### src/sv/pdwt_pkg.sv
// Shared types and constants for the weighted Pruefer sequence decoder.
package pdwt_pkg;

  localparam int NODES_MAX   = 64;
  localparam int NODE_BITS   = $clog2(NODES_MAX);
  localparam int CNT_BITS    = NODE_BITS + 1;
  localparam int WEIGHT_BITS = 16;

  localparam logic STATUS_OK  = 1'b0;
  localparam logic STATUS_BAD = 1'b1;

  typedef struct packed {
    logic [NODE_BITS-1:0]   code_node;
    logic [WEIGHT_BITS-1:0] edge_weight;
  } in_item_t;

  typedef struct packed {
    logic [NODE_BITS-1:0]   leaf_node;
    logic [NODE_BITS-1:0]   partner_node;
    logic [WEIGHT_BITS-1:0] edge_weight_out;
    logic                   status;
    logic                   last_edge;
  } out_item_t;

  typedef struct packed {
    logic                 found;
    logic [NODE_BITS-1:0] idx;
  } leaf_t;

endpackage

### src/sv/pdwt_ram.sv
// Simple dual-port synchronous RAM with registered read data.
module pdwt_ram #(
  parameter int WIDTH = 8,
  parameter int DEPTH = 64
) (
  input  logic                     clk,
  input  logic                     we,
  input  logic [$clog2(DEPTH)-1:0] waddr,
  input  logic [WIDTH-1:0]         wdata,
  input  logic [$clog2(DEPTH)-1:0] raddr,
  output logic [WIDTH-1:0]         rdata
);

  logic [WIDTH-1:0] mem [DEPTH];

  always_ff @(posedge clk) begin
    if (we) begin
      mem[waddr] <= wdata;
    end
    rdata <= mem[raddr];
  end

endmodule

### src/sv/pdwt_leaf_find.sv
// Priority encoder that picks the lowest-index current leaf.
module pdwt_leaf_find (
  input  logic [pdwt_pkg::NODES_MAX-1:0] mask,
  output pdwt_pkg::leaf_t                leaf
);

  always_comb begin
    leaf = '0;
    for (int i = pdwt_pkg::NODES_MAX - 1; i >= 0; i--) begin
      if (mask[i]) begin
        leaf.found = 1'b1;
        leaf.idx   = pdwt_pkg::NODE_BITS'(i);
      end
    end
  end

endmodule

### src/sv/prufer_decode_weighted_tree_core.sv
// Top level of the weighted Pruefer sequence decoder: control, memories, result register.
// Loading: S_IDLE takes an item, S_LOAD_WB does the read-modify-write of the degree memory;
// start is ignored while busy. Decode starts on the final item; per code step S_RD_ITEM,
// S_RD_DEG and S_STEP register one edge, then S_FIN1 and S_FIN2 register the closing edge.
// Invalid sequence: one error result in the cycle after the final item, then a degree-memory clear.
// Reset (sync, active low) and every config write start a degree-memory clear; results never stall.
module prufer_decode_weighted_tree_core (
  input  logic                            clk,
  input  logic                            rst_n,
  input  logic                            start,
  output logic                            busy,
  input  pdwt_pkg::in_item_t              in_item,
  output logic                            out_strobe,
  output pdwt_pkg::out_item_t             out_item,
  input  logic                            cfg_we,
  input  logic [pdwt_pkg::CNT_BITS-1:0]   cfg_wdata
);

  localparam int NB = pdwt_pkg::NODE_BITS;
  localparam int CB = pdwt_pkg::CNT_BITS;
  localparam int NM = pdwt_pkg::NODES_MAX;

  typedef enum logic [2:0] {
    S_CLEAR,
    S_IDLE,
    S_LOAD_WB,
    S_RD_ITEM,
    S_RD_DEG,
    S_STEP,
    S_FIN1,
    S_FIN2
  } state_t;

  state_t              state_r, state_nxt;
  logic [CB-1:0]       node_count_r, node_count_nxt;
  logic [NB-1:0]       items_r, items_nxt;
  logic                bad_r, bad_nxt;
  logic [NM-1:0]       seen_r, seen_nxt;
  logic [NB-1:0]       clr_r, clr_nxt;
  logic                out_strobe_r, out_strobe_nxt;
  pdwt_pkg::out_item_t out_item_r, out_item_nxt;
  logic [NM-1:0]       mask_r, mask_nxt;
  logic [NB-1:0]       step_r, step_nxt;
  logic [NB-1:0]       u_r, u_nxt;
  logic [pdwt_pkg::WEIGHT_BITS-1:0] w_r, w_nxt;
  logic [NB-1:0]       a_r, a_nxt;

  logic [CB-1:0]       n_eff;
  logic [NM-1:0]       below_n;
  logic [CB-1:0]       n_minus2;

  logic                item_we;
  logic [NB-1:0]       item_waddr, item_raddr;
  pdwt_pkg::in_item_t  item_wdata, item_rdata;
  logic                deg_we;
  logic [NB-1:0]       deg_waddr, deg_raddr;
  logic [NB-1:0]       deg_wdata, deg_rdata;

  pdwt_pkg::leaf_t     leaf;

  pdwt_ram #(
    .WIDTH ($bits(pdwt_pkg::in_item_t)),
    .DEPTH (NM)
  ) u_item_ram (
    .clk   (clk),
    .we    (item_we),
    .waddr (item_waddr),
    .wdata (item_wdata),
    .raddr (item_raddr),
    .rdata (item_rdata)
  );

  pdwt_ram #(
    .WIDTH (NB),
    .DEPTH (NM)
  ) u_deg_ram (
    .clk   (clk),
    .we    (deg_we),
    .waddr (deg_waddr),
    .wdata (deg_wdata),
    .raddr (deg_raddr),
    .rdata (deg_rdata)
  );

  pdwt_leaf_find u_leaf_find (
    .mask (mask_r),
    .leaf (leaf)
  );

  always_comb begin
    if (node_count_r < CB'(3)) begin
      n_eff = CB'(3);
    end else if (node_count_r > CB'(NM)) begin
      n_eff = CB'(NM);
    end else begin
      n_eff = node_count_r;
    end
  end

  assign n_minus2 = n_eff - CB'(2);

  always_comb begin
    for (int i = 0; i < NM; i++) begin
      below_n[i] = CB'(i) < n_eff;
    end
  end

  always_comb begin
    state_nxt      = state_r;
    node_count_nxt = node_count_r;
    items_nxt      = items_r;
    bad_nxt        = bad_r;
    seen_nxt       = seen_r;
    clr_nxt        = clr_r;
    out_strobe_nxt = 1'b0;
    out_item_nxt   = out_item_r;
    mask_nxt       = mask_r;
    step_nxt       = step_r;
    u_nxt          = u_r;
    w_nxt          = w_r;
    a_nxt          = a_r;
    item_we        = 1'b0;
    item_waddr     = items_r;
    item_wdata     = in_item;
    item_raddr     = '0;
    deg_we         = 1'b0;
    deg_waddr      = '0;
    deg_wdata      = '0;
    deg_raddr      = '0;

    case (state_r)
      S_CLEAR: begin
        deg_we    = 1'b1;
        deg_waddr = clr_r;
        clr_nxt   = clr_r + NB'(1);
        if (clr_r == NB'(NM - 1)) begin
          state_nxt = S_IDLE;
        end
      end
      S_IDLE: begin
        if (start) begin
          item_we = 1'b1;
          if ({1'b0, items_r} < n_minus2) begin
            deg_raddr                  = in_item.code_node;
            u_nxt                      = in_item.code_node;
            seen_nxt[in_item.code_node] = 1'b1;
            if ({1'b0, in_item.code_node} >= n_eff) begin
              bad_nxt = 1'b1;
            end
            items_nxt = items_r + NB'(1);
            state_nxt = S_LOAD_WB;
          end else begin
            items_nxt = '0;
            seen_nxt  = '0;
            bad_nxt   = 1'b0;
            if (bad_r) begin
              out_strobe_nxt = 1'b1;
              out_item_nxt   = '0;
              out_item_nxt.status    = pdwt_pkg::STATUS_BAD;
              out_item_nxt.last_edge = 1'b1;
              clr_nxt        = '0;
              state_nxt      = S_CLEAR;
            end else begin
              mask_nxt  = ~seen_r & below_n;
              step_nxt  = '0;
              state_nxt = S_RD_ITEM;
            end
          end
        end
      end
      S_LOAD_WB: begin
        deg_we    = 1'b1;
        deg_waddr = u_r;
        deg_wdata = deg_rdata + NB'(1);
        state_nxt = S_IDLE;
      end
      S_RD_ITEM: begin
        item_raddr = step_r;
        state_nxt  = S_RD_DEG;
      end
      S_RD_DEG: begin
        deg_raddr = item_rdata.code_node;
        u_nxt     = item_rdata.code_node;
        w_nxt     = item_rdata.edge_weight;
        state_nxt = S_STEP;
      end
      S_STEP: begin
        deg_we    = 1'b1;
        deg_waddr = u_r;
        deg_wdata = deg_rdata - NB'(1);
        mask_nxt[leaf.idx] = 1'b0;
        if (deg_rdata == NB'(1)) begin
          mask_nxt[u_r] = 1'b1;
        end
        out_strobe_nxt               = 1'b1;
        out_item_nxt.leaf_node       = leaf.idx;
        out_item_nxt.partner_node    = u_r;
        out_item_nxt.edge_weight_out = w_r;
        out_item_nxt.status          = pdwt_pkg::STATUS_OK;
        out_item_nxt.last_edge       = 1'b0;
        step_nxt = step_r + NB'(1);
        if ({1'b0, step_r} == n_eff - CB'(3)) begin
          state_nxt = S_FIN1;
        end else begin
          state_nxt = S_RD_ITEM;
        end
      end
      S_FIN1: begin
        item_raddr         = n_minus2[NB-1:0];
        a_nxt              = leaf.idx;
        mask_nxt[leaf.idx] = 1'b0;
        state_nxt          = S_FIN2;
      end
      S_FIN2: begin
        out_strobe_nxt               = 1'b1;
        out_item_nxt.leaf_node       = a_r;
        out_item_nxt.partner_node    = leaf.idx;
        out_item_nxt.edge_weight_out = item_rdata.edge_weight;
        out_item_nxt.status          = pdwt_pkg::STATUS_OK;
        out_item_nxt.last_edge       = 1'b1;
        state_nxt                    = S_IDLE;
      end
      default: begin
        state_nxt = S_CLEAR;
        clr_nxt   = '0;
      end
    endcase

    if (cfg_we) begin
      node_count_nxt = cfg_wdata;
      items_nxt      = '0;
      bad_nxt        = 1'b0;
      seen_nxt       = '0;
      clr_nxt        = '0;
      state_nxt      = S_CLEAR;
    end
  end

  always_ff @(posedge clk) begin
    if (!rst_n) begin
      state_r      <= S_CLEAR;
      node_count_r <= CB'(NM);
      items_r      <= '0;
      bad_r        <= 1'b0;
      seen_r       <= '0;
      clr_r        <= '0;
      out_strobe_r <= 1'b0;
    end else begin
      state_r      <= state_nxt;
      node_count_r <= node_count_nxt;
      items_r      <= items_nxt;
      bad_r        <= bad_nxt;
      seen_r       <= seen_nxt;
      clr_r        <= clr_nxt;
      out_strobe_r <= out_strobe_nxt;
    end
  end

  always_ff @(posedge clk) begin
    out_item_r <= out_item_nxt;
    mask_r     <= mask_nxt;
    step_r     <= step_nxt;
    u_r        <= u_nxt;
    w_r        <= w_nxt;
    a_r        <= a_nxt;
  end

  assign busy       = (state_r != S_IDLE);
  assign out_strobe = out_strobe_r;
  assign out_item   = out_item_r;

`ifndef NO_ASSERTIONS
  a_err_is_last: assert property (@(posedge clk) disable iff (!rst_n)
    out_strobe && out_item.status == pdwt_pkg::STATUS_BAD |-> out_item.last_edge)
    else $error("error transaction without last_edge");

  a_leaf_present: assert property (@(posedge clk) disable iff (!rst_n)
    state_r == S_STEP || state_r == S_FIN1 || state_r == S_FIN2 |-> leaf.found)
    else $error("no leaf available during decode");

  a_deg_no_underflow: assert property (@(posedge clk) disable iff (!rst_n)
    state_r == S_STEP |-> deg_rdata != '0)
    else $error("degree count underflow");

  a_leaf_not_code: assert property (@(posedge clk) disable iff (!rst_n)
    state_r == S_STEP |-> leaf.idx != u_r)
    else $error("leaf equals its partner");

  a_strobe_gap: assert property (@(posedge clk) disable iff (!rst_n)
    out_strobe |=> !out_strobe)
    else $error("back-to-back result transactions");
`endif

endmodule
### config.mk
export PLATFORM = sky130hd
export DESIGN_NAME = prufer_decode_weighted_tree_core
export DESIGN_NICKNAME = d
export VERILOG_FILES = /design/src/sv/pdwt_pkg.sv /design/src/sv/pdwt_ram.sv /design/src/sv/pdwt_leaf_find.sv /design/src/sv/prufer_decode_weighted_tree_core.sv
export SDC_FILE = /design/constraint.sdc
export NUM_CORES = 2
export LEC_CHECK = 0
export ABC_AREA = 1
export BUFFER_PORTS_ARGS = -buffer_cell sky130_fd_sc_hd__buf_2
export CAP_MARGIN = 10
export CORE_MARGIN = 4
export CORE_UTILIZATION = 35
export DETAILED_ROUTE_END_ITERATION = 6
export PLACE_DENSITY = 0.54
export SYNTH_ARGS = -nofsm -noshare
export SYNTH_HDL_FRONTEND = slang
export SYNTH_HIERARCHICAL = 1
export SYNTH_SLANG_ARGS = --single-unit
### constraint.sdc
create_clock -name clk -period 18.45 [get_ports clk]
set_clock_uncertainty 0.2 [all_clocks]
set_input_delay 0 -clock clk [delete_from_list [all_inputs] [get_ports clk]]
set_output_delay 0 -clock clk [all_outputs]
set_load 0.03 [all_outputs]
After elaboration in Yosys (flattened, before gate mapping)
Memory sizes are Yosys's and may differ from the RTL's. A register that Yosys moved wholly into a read port is not among the register bits.
Index checks and enable logic that the tools add are counted.

storage, ports and cells
  RAM bits = 1792
  input port bits = 33
  output and inout port bits = 32
  word-level logic and storage cells = 266
  memories kept = 2
  register bits = 216

memories
  memory          words  bits a word  read ports  clocked after memory_dff  write ports  line            RTL
  u_item_ram.mem  64     22           1           1                         1            pdwt_ram.sv:14  logic [WIDTH-1:0] mem [DEPTH];
  u_deg_ram.mem   64     6            1           1                         1            pdwt_ram.sv:14

cells by class
  reduce and logical (&&, ||, !) cells = 22
  add/sub/neg operators = 7
  magnitude comparators = 74
  equal/unequal tests = 18
  bitwise logic cells = 7
  muxes and demuxes = 119

operators by type and width
  kind                                                                                 count
  6-bit two-way mux                                                                    75
  64-bit two-way mux                                                                   5
  6-bit by 7-bit less-than comparator with 1-bit output, first input constant          32
  64-bit case mux with 3 select lines                                                  1
  64-bit AND                                                                           2
  64-bit NOT                                                                           2
  64-bit bitwise OR                                                                    2
  5-bit by 7-bit less-than comparator with 1-bit output, first input constant          16
  30-bit two-way mux                                                                   3
  30-bit case mux with 3 select lines                                                  1
  6-bit case mux with 2 select lines                                                   7
  4-bit by 7-bit less-than comparator with 1-bit output, first input constant          8
  3-bit by 7-bit less-than comparator with 1-bit output, first input constant          4
  6-bit by 1-bit adder with 6-bit output, second input constant                        4
  6-bit by 7-bit less-than comparator with 1-bit output, second input constant         3
  3-bit case mux with 7 select lines                                                   1
  1-bit demux with 6-bit select                                                        3
  6-bit by 1-bit greater-or-equal comparator with 1-bit output, second input constant  3
  4-bit AND reduction                                                                  4
  1-bit two-way mux                                                                    15
  1-bit by 7-bit less-than comparator with 1-bit output, first input constant          2
  2-bit by 7-bit less-than comparator with 1-bit output, first input constant          2
  7-bit two-way mux                                                                    2
  7-bit by 2-bit subtractor with 7-bit output, second input constant                   2
  26 further kinds                                                                     48

Depth between registers and ports, before layout
  depth after elaboration = 73
  gate-level depth with buffers = 70

Hierarchy
Netlist, hierarchy kept.

by module, submodules not included
  module                            cells an instance  times used  area an instance (um^2)  seq. area each (um^2)
  pdwt_ram at u_item_ram            4800               1           57213.6                  42721.0
  pdwt_ram at u_deg_ram             1376               1           15930.3                  11651.2
  prufer_decode_weighted_tree_core  1231               1           10822.9                  5605.4
  pdwt_leaf_find                    227                1           1013.5                   0.0

Least setup slack after synthesis
Ideal clock, no wire load.

  path type = flip-flop to flip-flop
  from = register node_count_r[6]
  to = register mask_r[0], enable pin
  stages on the path, launching flop included = 17
  required time = 17743 ps
  arrival = 5568 ps
  path buffers = 1
  path slack = 12175 ps
  clock period less this slack = 6275 ps
  cells stage by stage = dfxtp_1 > inv_2 > nand2_4 > nor2_2 > nand2_1 > inv_1 > a21oi_1 > ha_1 > inv_1 > o21ai_0 > o21ai_1 > ha_1 > nand4_1 > nand2_1 > buf_2 > a31oi_1 > a21oi_1

on the way
  cells in the longest elaborated chain, start to end = 7

RTL lines
  item                                                       line                                     RTL
  start, declared                                            prufer_decode_weighted_tree_core.sv:35   logic [CB-1:0] node_count_r, node_count_nxt;
  start signal, assigned                                     prufer_decode_weighted_tree_core.sv:242  node_count_r <= CB'(NM);
  start signal, assigned                                     prufer_decode_weighted_tree_core.sv:250  node_count_r <= node_count_nxt;
  7-bit > comparator                                         prufer_decode_weighted_tree_core.sv:93   end else if (node_count_r > CB'(NM)) begin
  7-bit two-way mux                                          prufer_decode_weighted_tree_core.sv:93
  7-bit two-way mux (*)                                      prufer_decode_weighted_tree_core.sv:91   if (node_count_r < CB'(3)) begin
  7-bit by 2-bit subtractor with 7-bit output (*)            prufer_decode_weighted_tree_core.sv:100  assign n_minus2 = n_eff - CB'(2);
  6-bit by 7-bit less-than comparator with 1-bit output (*)  prufer_decode_weighted_tree_core.sv:143  if ({1'b0, items_r} < n_minus2) begin
  2-bit != test (no line) (*)                                --
  4-bit AND reduction (no line) (*)                          --
  end signal, assigned                                       prufer_decode_weighted_tree_core.sv:261  mask_r <= mask_nxt;
  end, declared                                              prufer_decode_weighted_tree_core.sv:42   logic [NM-1:0] mask_r, mask_nxt;

Mark *: on every way between the ends. The rest lies on a longest branch, timed or not.
A chain may end at the register's enable or synchronous reset.

Worst setup path in the final report
  from = register node_count_r[6]
  to = register u_item_ram.rdata[2] (read register of u_item_ram.mem)

on the way
  cells in the longest elaborated chain, start to end = 5

RTL lines
  item                                             line                                     RTL
  7-bit > comparator                               prufer_decode_weighted_tree_core.sv:93
  7-bit two-way mux                                prufer_decode_weighted_tree_core.sv:93
  7-bit two-way mux (*)                            prufer_decode_weighted_tree_core.sv:91
  7-bit by 2-bit subtractor with 7-bit output (*)  prufer_decode_weighted_tree_core.sv:100
  6-bit case mux with 2 select lines (*)           prufer_decode_weighted_tree_core.sv:131  case (state_r)
  via item_raddr[1]                                prufer_decode_weighted_tree_core.sv:53   logic [NB-1:0] item_waddr, item_raddr;
  end, declared                                    pdwt_ram.sv:11                           output logic [WIDTH-1:0] rdata

Mark *: on every way through the listed nets, which the timed path passes. The rest lies on a longest branch.

==> results_dict.tcl <==
set metrics [dict create \
    p_int_mw 7.47 \
    syn_to_final_growth_pct 13.4 \
    ctsHoldBuffers 51 \
    drive_above_1_share 0.0852 \
    vias 58900 \
    start_util 0.353 \
    syn_nets 7686 \
    top_usage_layer "met2" \
    grtUsageMet1 0.288 \
    endpoint_kind "register" \
    stdcell_count 11100 \
    gr-total-overflow 0 \
    clock.fmax_mhz 147 \
    fin_crit_sh 0.369 \
    place_ws_ns 11.97 \
    cts_setup_buffers 0 \
    cts_resized 0 \
    leakage_nw 34.7 \
    combinationalPowerShare 0.018 \
    port_buffers 64 \
    core-area_um2 241000 \
    use_met2 0.327 \
    grt_max_degree 199 \
    die_h_um 501 \
    violations "DRC" \
    switching_share 0.208 \
    drc 2 \
    vias_per_cell 5.32 \
    row_count 180 \
    slew_headroom 0.142 \
    nFillCells 23000 \
    arrival_ns 7.23 \
    hold_viol 0 \
    grt_use_met3 0.0330 \
    grt_usage 0.205 \
    power_mw 9.43 \
    critPathBufInv 7 \
    io_pins 65 \
    slowest_stage "buf_4" \
    routedWlPerCell_um 23.9 \
    routed_wl_um 264000 \
    nNetsFinal 7752 \
    crit_path_max_fanout 56 \
    clock-root-buffer "clkbuf_16" \
    clock_path_buffers 3 \
    cts.htree.levels 4 \
    antenna_found_initial 12 \
    setup_viol 0 \
    regToRegSetupSlack_ns 11.64 \
    slowest_delay_ns 0.89 \
    clk_pin_slew_worst_paths_ns 0.07 \
    fin_ws_ns 11.64 \
    clockPowerShare 0.448 \
    rsz0062_at_grt "no" \
    grt_pass1_vias 55100 \
    grt_pass1_wl_um 385000 \
    dr.pass1.iters 7 \
    dp_hpwl_um 151000 \
    die_w_um 501 \
    criticalPathCategory "register to register" \
    post_dp_cell_area_um2 88900 \
    cts.sinks 2036 \
    synth_cells 7632 \
    power_switching_mw 1.96 \
    dp.cells 10600 \
    worstSkewPairLatency_ns 0.86 \
    fin_hold_ws_ns 0.0723 \
    hold_path.class "primary input to register" \
    fin_util 0.400 \
    die-area_um2 251000 \
    synth_area_um2 85000 \
    cpLargestDelayFamily "buffers and inverters" \
    stdcell_area_um2 96400 \
    startpoint_type "register" \
    status "finished, violations left" \
    timing.max_cap.violations 0 \
    tightestPinTransition_ns 1.28 \
    avgSynthCellArea_um2 11.1 \
    crit_path_cell_trace "inv_2 -> nand2_4 -> nor2_2 -> nand2_1 -> inv_1 -> a21oi_1 -> inv_1 -> o22ai_4 -> buf_4 -> buf_4 -> buf_4 -> buf_4 -> nand3_1 -> nand3_1 -> nand2_1 -> nand2_1 -> nand3_1 -> nand3_1 -> nand2_1" \
    power_density_nw_per_um2 97.9 \
    required_ns 18.87 \
    finalCriticalPeriod_ns 6.81 \
    cts_buffers 211 \
    slew_violations 0 \
    yosys_warnings 6 \
    p_seq_frac 0.534 \
    first_iter_violations 6703 \
    cts_tree "done" \
    ir_drop_mv 0.0756 \
    gp_congestion 0.929 \
    finalSetupTns_ns 0 \
    ant_nets 0 \
]
-- per-layer routing --
metal | wire length (um) | part of all wire
met2 | 123000 | 0.46
met4 | 8320 | 0.031
met3 | 19900 | 0.075
met1 | 113000 | 0.43
met5 | 17 | 0.000064
-- power by group through the flow --
stage | Sequential, mW | Combinational (mW) | Clock, mW
CTS | 5.04 | 0.162 | 4.31
detailed placement | 5.14 | 0.152 | 0
finish | 5.04 | 0.166 | 4.23
global route | 5.04 | 0.175 | 4.52
global placement | 5.14 | 0.150 | 0
floorplan | 5.14 | 0.0493 | 0
-- state kept, by name (all words and copies together) (netlist names) --
register          flops
mask_r               64
clr_r                 6
u_item_ram/mem     1408
a_r                   6
node_count_r          7
out_item             30
u_r                   6
u_deg_ram/mem       384
out_strobe            1
u_deg_ram/rdata       6
w_r                  16
u_item_ram/rdata     22
state_r               3
seen_r               64
item_waddr            6
bad_r                 1
step_r                6
-- layout make-up --
type,count,area (um^2),area share
flip-flops and latches,2036,60000,0.622
clock buffers,280,5810,0.0603
inverters,239,1020,0.0106
well taps,3185,3990,0.0414
diodes,6,15.0,0.000156
multi-input cells,4935,22400,0.232
repair buffers,275,2090,0.0217
clock inverters,111,1090,0.0114
-- worst paths after layout --
path	start	end	cells past startpoint
hold / removal	in_item[20]	u_item_ram/mem[47][20]	2
hold reg to reg	u_item_ram/rdata[12]	w_r[12]	0
setup / recovery	node_count_r[6]	u_item_ram/rdata[2]	19
setup reg to reg	node_count_r[6]	u_item_ram/rdata[2]	19
-- layout by cell type, fill, tap and decap left out, drive strengths merged, types with 43 or more instances in the layout --
master       instances
o21ai               95
dlygate4sd3         51
nand2             2539
a21oi              111
clkbuf             282
inv                232
edfxtp            1920
o211ai              46
clkinv              94
nor3                43
dfxtp              116
nor2               325
nand3             1592
buf                222
Power figures use the tool's default switching activity.
